## src/rtl/bounded_deque_with_index_read_macros.svh

```systemverilog
// Assertion macros shared by the deque RTL modules.
// Each macro expects a clock named clk and a reset named rst in scope.
`ifndef BOUNDED_DEQUE_WITH_INDEX_READ_MACROS_SVH
`define BOUNDED_DEQUE_WITH_INDEX_READ_MACROS_SVH

// Consequent must hold in the same cycle as the antecedent.
`define BDQ_ASSERT_NOW(label, ante, cons, msg) \
  label: assert property (@(posedge clk) disable iff (rst) (ante) |-> (cons)) \
    else $error(msg);

// Consequent must hold in the cycle after the antecedent.
`define BDQ_ASSERT_NEXT(label, ante, cons, msg) \
  label: assert property (@(posedge clk) disable iff (rst) (ante) |=> (cons)) \
    else $error(msg);

`endif

```

## src/rtl/bdq_pkg.sv

```systemverilog
// Shared types and constants for the bounded deque with index read.
// Depends on nothing; used by the interfaces and all deque modules.
package bdq_pkg;

  localparam int DEPTH_DEFAULT = 1024;

  localparam int OP_W     = 3;
  localparam int VALUE_W  = 32;
  localparam int INDEX_W  = 10;
  localparam int STATUS_W = 2;
  localparam int COUNT_W  = 11;

  typedef enum logic [OP_W-1:0] {
    OP_PUSH_FRONT = 3'd0,
    OP_PUSH_BACK  = 3'd1,
    OP_POP_FRONT  = 3'd2,
    OP_POP_BACK   = 3'd3,
    OP_READ       = 3'd4,
    OP_CLEAR      = 3'd5
  } op_t;

  typedef enum logic [STATUS_W-1:0] {
    STATUS_OK    = 2'd0,
    STATUS_EMPTY = 2'd1,
    STATUS_FULL  = 2'd2,
    STATUS_RANGE = 2'd3
  } status_t;

  typedef enum logic [1:0] {
    ST_IDLE,
    ST_ACCESS,
    ST_LOAD
  } state_t;

  typedef struct packed {
    logic capture;
    logic access;
    logic load;
  } cmd_t;

endpackage

```

## src/rtl/bdq_ctrl.sv

```systemverilog
// Sequencing state machine of the deque: request handshake, access, response load.
// Depends on bdq_pkg and the assertion macro header.
`include "bounded_deque_with_index_read_macros.svh"

module bdq_ctrl (
  input  logic          clk,
  input  logic          rst,
  input  logic          request_valid,
  output logic          request_ready,
  output logic          response_valid,
  input  logic          response_ready,
  output bdq_pkg::cmd_t cmd
);

  bdq_pkg::state_t state;
  bdq_pkg::state_t state_next;
  logic            slot_free;

  assign slot_free = !response_valid || response_ready;

  always_ff @(posedge clk) begin
    if (rst) begin
      state          <= bdq_pkg::ST_IDLE;
      response_valid <= 1'b0;
    end else begin
      state <= state_next;
      if (cmd.load) begin
        response_valid <= 1'b1;
      end else if (response_ready) begin
        response_valid <= 1'b0;
      end
    end
  end

  always_comb begin
    state_next = state;
    case (state)
      bdq_pkg::ST_IDLE: begin
        if (request_valid) state_next = bdq_pkg::ST_ACCESS;
      end
      bdq_pkg::ST_ACCESS: begin
        state_next = bdq_pkg::ST_LOAD;
      end
      bdq_pkg::ST_LOAD: begin
        if (slot_free) state_next = bdq_pkg::ST_IDLE;
      end
      default: begin
        state_next = bdq_pkg::ST_IDLE;
      end
    endcase
  end

  always_comb begin
    request_ready = 1'b0;
    cmd           = '0;
    case (state)
      bdq_pkg::ST_IDLE: begin
        request_ready = 1'b1;
        cmd.capture   = request_valid;
      end
      bdq_pkg::ST_ACCESS: begin
        cmd.access = 1'b1;
      end
      bdq_pkg::ST_LOAD: begin
        cmd.load = slot_free;
      end
      default: begin
        cmd = '0;
      end
    endcase
  end

  `BDQ_ASSERT_NEXT(a_capture_then_access, cmd.capture, cmd.access, "capture not followed by access")
  `BDQ_ASSERT_NOW(a_load_needs_slot, cmd.load, slot_free, "response overwritten before taken")
  `BDQ_ASSERT_NOW(a_valid_rise_from_load, $rose(response_valid), $past(cmd.load), "response without load")

endmodule

```

## config.mk

```make
export PLATFORM = sky130hd
export DESIGN_NAME = bdq_ctrl
export DESIGN_NICKNAME = d
export VERILOG_FILES = /design/src/rtl/bdq_pkg.sv /design/src/rtl/bdq_ctrl.sv
export VERILOG_INCLUDE_DIRS = /design/src /design/src/rtl
export SDC_FILE = /design/constraint.sdc
export NUM_CORES = 1
export LEC_CHECK = 0
export BUFFER_PORTS_ARGS = -buffer_cell sky130_fd_sc_hd__buf_2
export CAP_MARGIN = 20
export CORE_AREA = 2 2 39 41
export DETAILED_ROUTE_END_ITERATION = 10
export DIE_AREA = 0 0 41 43
export MAX_ROUTING_LAYER = met4
export PLACE_DENSITY = 0.38
export SLEW_MARGIN = 0
export SYNTH_ARGS = -nofsm -noshare
export SYNTH_HDL_FRONTEND = slang
export SYNTH_SLANG_ARGS = --single-unit
export TNS_END_PERCENT = 1
```

## constraint.sdc

```tcl
create_clock -name clk -period 1 [get_ports clk]
set_input_delay 0.2 -clock clk [delete_from_list [all_inputs] [get_ports clk]]
set_output_delay 0.2 -clock clk [all_outputs]
set_load 0.02 [all_outputs]
```

==> run_results.csv, run 1 <==
group,metric,value,unit
status,status,"complete, but fails checks",
status,violations,"negative setup slack",
power_and_ir_drop,ir_drop,451.4,uV
sta,slew_viol_final,0,
global_route,busiest_layer,"met1",
clocking,cts.sinks,3,
layout,fillCellCount,156,
worst_setup_path,cp_slowest_cell,"dfxtp_4",
sta,slew_headroom,0.9012,
power_and_ir_drop,combinationalPowerShare,0.167,
synthesis,synthTopCellsByArea,"dfxtp_1 (43%), and4bb_1 (9.0%), nand2b_1 (9.0%), nor2b_1 (9.0%), nor3b_2 (9.0%)",
routing,ant_nets,0,
synthesis,synth_top_area_cell,"dfxtp_1",
power_and_ir_drop,pwr_density_cell,1579,nW/um^2
clocking,cts_tree,"yes",
floorplanning,coreArea,1384,um^2
global_route,grtUsageMet3,0.05236,
global_route,met2_usage,0.05938,
sta,hold_ws,145.7,ps
routing,vias,143,
sta,tightest_slew,147.5,ps
routing,drc,0,
sta,hold_violations,0,
layout,drive_gt1_frac,0.7200,
clocking,cts_made_buffers,3,
min_path,worstHoldPathType,"input pin to flip-flop",
sta,worst_slack,-158.9,ps
sta,grt_setup_unrepaired,"yes",
worst_setup_path,required,800,ps
floorplanning,die_area,1763,um^2
synthesis,synth_most_common_cell,"dfxtp_1",
global_route,grt_start_max_net_pins,6,
synthesis,syn_avg_cell_area,10.68,um^2
power_and_ir_drop,leakage,0.1290,nW
worst_setup_path,crit_arrival,960,ps
worst_setup_path,startpoint_type,"flip-flop",
synthesis,synth_edf_count,0,
synthesis,syn_inst,13,
routing,viasPerCell,3.488,
global_route,grt_pass1_wl,627,um
power_and_ir_drop,p_sw,0.1032,mW
floorplanning,fp.dieH,43,um
worst_setup_path,max_stage_delay,360,ps
floorplanning,die_w,41,um
clocking,root_buffer,"clkbuf_4",
synthesis,ys_seq_area_frac,0.4324,
synthesis,synthesis.nets,17,
global_route,antenna_found_initial,0,
synthesis,synth_top_area_frac,0.4324,
clocking,cts_hold_buf,0,
global_route,grt_overflow,0,
power_and_ir_drop,swShare,0.2476,
job,maxCapViolations,0,
synthesis,synthDistinctLibCells,9,
power_and_ir_drop,power_frac_clock,0.514,
routing,wl_per_cell,9.122,um
sta,min_period_over_period,1.159,
synthesis,async_reset_ff_frac,0,
global_route,grt_util_met1,0.06688,
floorplanning,fp-row-count,14,
power_and_ir_drop,p_int,0.3136,mW
floorplanning,io_pins,9,
routing,wl,374,um
power_and_ir_drop,power,0.4167,mW
clocking,cts_buffer_depth,2,
worst_setup_path,crit_type,"flip-flop to output pin",
worst_setup_path,crit_fanout,5,
clocking,clk_latency,230,ps
routing,drtPass1Iterations,5,
place,numPortBuffers,8,
sta,fmax,862.9,MHz
sta,setup_viol,4,
layout,n_antenna_cell,0,
synthesis,ys_warn_count,0,
place,gp_congestion,0.4938,
routing,drt_iter0_drc,3,
synthesis,synthTopCellsByCount,"dfxtp_1 (3), nand2b_1 (2), nor2b_1 (2)",
worst_setup_path,cp-end-kind,"output pin",
global_route,grt_use_total,0.06051,
global_route,grt_pass1_vias,148,
sta,fin_crit,1159,ps
worst_setup_path,crit_chain,"and2b_4 -> buf_6",
synthesis,synth_ff_type,"dfxtp_1",
clocking,htreeDepth,1,
sta,finalClockSkew,0.7545,ps
synthesis,synth_area,138.9,um^2
layout,syn2layout_area_growth,90.09,%
clocking,cts.clk_slew.worst_paths,40,ps
layout,finalNetCount,30,
power_and_ir_drop,seqPwrFrac,0.319,
synthesis,yosys_register_bits,3,
floorplanning,start_util,0.1004,
critical path: cells and delay by family (launching register included):
kind                   cells  cell delay, ps
and+or+nand+nor            1             260
buffers and inverters      1             110
DFF                        1             360
cell usage in the layout, fill, tap and decap left out:
cell type / n
dfxtp_4: 1
and4bb_1: 1
clkbuf_4: 3
buf_6: 2
nor2b_1: 1
nand2b_4: 1
nand2b_1: 1
and2b_4: 1
clkbuf_1: 1
buf_4: 2
a21oi_1: 1
dfxtp_2: 2
buf_2: 4
nor2_1: 1
nor3b_2: 1
o21ba_1: 1
nor2b_4: 1
power groups by stage:
| stage | Clock, mW | Sequential (mW) | Combinational (mW) |
|---|---|---|---|
| 2_1_floorplan | 0 | 0.134 | 0.0342 |
| 3_3_place_gp | 0 | 0.133 | 0.0555 |
| 3_5_place_dp | 0 | 0.134 | 0.0560 |
| 4_1_cts | 0.223 | 0.133 | 0.0674 |
| 5_1_grt | 0.238 | 0.134 | 0.0746 |
| 6_report | 0.214 | 0.133 | 0.0694 |
per-stage QoR:
stage	worst slack, ps	area, um^2	instances	util	TNS [ps]
2_1_floorplan	78.27	141.4	13	-	0
4_1_cts	-170.7	255.2	41	0.1844	-525.4
6_report	-158.9	264.0	41	0.1908	-460.0
3_3_place_gp	45.32	201.4	37	0.1456	0
5_1_grt	-189.6	264.0	41	0.1908	-638.8
3_5_place_dp	9.228	201.4	37	0.1456	0
sequential cells by signal (all words and copies together) (netlist names):
register,count
response_valid,1
state,2
layout make-up:
| class | count | area (um^2) | share of cell area |
|---|---|---|---|
| clock buffers | 4 | 26.28 | 0.09953 |
| flip-flops and latches | 3 | 66.31 | 0.2512 |
| repair buffers | 8 | 57.56 | 0.2180 |
| well taps | 16 | 20.02 | 0.07583 |
| multi-input cells | 10 | 93.84 | 0.3555 |
routing by layer:
layer	routed length [um]	up-vias
met5	0	-
met4	10	0
met3	65	2
met2	126	13
met1	172	59
li1	-	69
logic make-up (layout without fill, tap and decap cells):
family / count (synthesis) / in the layout / synth area share
flops: 3 / 3 / 0.4324
compound gates: 2 / 2 / 0.1081
buf+inv: 0 / 12 / 0
simple gates: 8 / 8 / 0.4594
path summary, 6_finish.rpt:
check	start	endpoint	slack, ps	depth (start not counted)
max	state[1]$_SDFFE_PP0P_	cmd[1]	-160	2
min	rst	state[0]$_SDFFE_PP0P_	150	2
max reg2reg	state[1]$_SDFFE_PP0P_	state[1]$_SDFFE_PP0P_	150	2
min reg2reg	response_valid$_SDFFE_PP0P_	response_valid$_SDFFE_PP0P_	510	2
timing repair:
action,in CTS,in global routing
resized for setup,10,2
buffers inserted,0,0
pin swaps,1,0
setup endpoints to repair,4,4
Power figures use the tool's default switching activity.
==> run 2, diff against run 1 <==
- REMOVE_ABC_BUFFERS: not set -> 1
==> run_results.csv, run 2 (same netlist as run 1, synthesis figures left out) <==
group,metric,value,unit
clocking,cts.sinks,3,
routing,drt_iter0_drc,0,
floorplanning,coreArea,1384,um^2
sta,slew_headroom,0.8868,
sta,tightest_slew,169.7,ps
sta,hold_violations,0,
routing,drc,0,
layout,reg.largest.list,"state: 2 flops, response_valid: 1 flops",
power_and_ir_drop,swShare,0.2537,
sta,fmax,861.7,MHz
floorplanning,fp.dieH,43,um
floorplanning,die_w,41,um
worst_setup_path,crit_fanout,5,
power_and_ir_drop,p_sw,0.1082,mW
clocking,cts_buffer_depth,2,
layout,n_antenna_cell,0,
sta,finalClockSkew,3.427,ps
clocking,root_buffer,"clkbuf_4",
layout,syn2layout_area_growth,97.30,%
sta,hold_ws,151.8,ps
power_and_ir_drop,ir_drop,698.7,uV
layout,top_register,"state",
layout,fin_util,0.1980,
clocking,cts_tree,"yes",
sta,worst_slack,-160.5,ps
layout,layout_commonest_cell,"buf_2",
power_and_ir_drop,pwr_density_cell,1557,nW/um^2
power_and_ir_drop,power_frac_clock,0.508,
worst_setup_path,startpoint_type,"flip-flop",
worst_setup_path,crit_type,"flip-flop to output pin",
routing,wl,396,um
power_and_ir_drop,leakage,0.1308,nW
global_route,grt_start_max_net_pins,6,
layout,layout_common_cells,"buf_2 (4), clkbuf_4 (3), buf_6 (3)",
place,post_dp_cell_area,198.9,um^2
layout,finalNetCount,30,
global_route,grt_pass1_vias,144,
routing,vias,147,
clocking,htreeDepth,1,
layout,multi_input_area,100.1,um^2
global_route,grt_use_total,0.06667,
layout,stdcell_area,274.0,um^2
power_and_ir_drop,seqPwrFrac,0.314,
status,status,"complete, but fails checks",
clocking,cts_hold_buf,0,
routing,wl_per_cell,9.659,um
clocking,post_cts_buffers,0,
floorplanning,io_pins,9,
sta,min_period_over_period,1.161,
worst_setup_path,crit_arrival,960,ps
layout,drive_gt1_frac,0.7200,
routing,drtPass1Iterations,1,
global_route,grt_pass1_wl,648,um
power_and_ir_drop,p_int,0.3184,mW
power_and_ir_drop,combinationalPowerShare,0.178,
sta,grt_setup_unrepaired,"yes",
min_path,worstHoldPathType,"input pin to flip-flop",
job,maxCapViolations,0,
layout,regArea,66.31,um^2
sta,fin_crit,1161,ps
worst_setup_path,required,800,ps
status,violations,"negative setup slack",
clocking,cts.clk_slew.worst_paths,40,ps
clocking,cts_made_buffers,3,
global_route,antenna_found_initial,0,
worst_setup_path,cp-end-kind,"output pin",
routing,ant_nets,0,
layout,fillCellCount,156,
place,numPortBuffers,8,
routing,viasPerCell,3.585,
floorplanning,fp-row-count,14,
clocking,clk_latency,240,ps
sta,setup_viol,4,
layout,largest_reg_flops,2,
sta,slew_viol_final,0,
floorplanning,die_area,1763,um^2
floorplanning,start_util,0.1004,
place,gp_congestion,0.4803,
global_route,grt_overflow,0,
run 2: changes by cell type in the layout (fill, tap and decap cells not counted):
cell     delta
nor3b_2     -1
buf_4       -1
nor3b_4     +1
buf_6       +1
run 2: what timing repair did:
action / CTS / global route
gates cloned: 0 / 0
pin swaps: 1 / 1
resized for setup: 7 / 8
endpoints found under the setup margin: 4 / 4
run 2: through the flow:
| stage | TNS [ps] | cells | worst slack [ps] | power (mW) |
|---|---|---|---|---|
| CTS | -602.5 | 41 | -196.6 | 0.4275 |
| detailed placement | 0 | 37 | 7.992 | 0.1900 |
| global placement | 0 | 37 | 44.66 | 0.1880 |
| global route | -688.0 | 41 | -199.1 | 0.4553 |
| finish | -498.9 | 41 | -160.5 | 0.4266 |
| floorplan | -3.978 | 13 | -3.978 | 0.1679 |
run 2: path summary, 6_finish.rpt:
| kind | from | endpoint | slack (ps) | cells past startpoint |
|---|---|---|---|---|
| setup / recovery | state[1]$_SDFFE_PP0P_ | cmd[1] | -160 | 2 |
| hold reg to reg | response_valid$_SDFFE_PP0P_ | response_valid$_SDFFE_PP0P_ | 510 | 2 |
| setup reg to reg | state[1]$_SDFFE_PP0P_ | state[1]$_SDFFE_PP0P_ | 150 | 2 |
| hold / removal | rst | state[0]$_SDFFE_PP0P_ | 150 | 2 |
run 2: routing by layer:
layer,GRT usage,vias up,wire (um)
li1,-,69,-
met2,0.07188,11,156
met4,0.04000,0,0
met1,0.06369,67,159
met5,-,-,0
met3,0.08377,0,80
run 2: worst max-delay path: stages (launching register included):
cell     delay [ps]
dfxtp_4         360
and2b_4         250
buf_6           110
run 2: power groups by stage:
stage / clock network, mW / logic (mW) / registers (mW)
floorplan: 0 / 0.0336 / 0.134
global placement: 0 / 0.0549 / 0.133
detailed placement: 0 / 0.0560 / 0.134
CTS: 0.228 / 0.0655 / 0.134
global route: 0.238 / 0.0817 / 0.135
finish: 0.217 / 0.0760 / 0.134
run 2: cell type report:
| class | count | share of cell area |
|---|---|---|
| sequential | 3 | 0.2420 |
| timing repair buffer | 8 | 0.2237 |
| tap | 16 | 0.07306 |
| multi-input combinational | 10 | 0.3653 |
| clock buffer | 4 | 0.09589 |
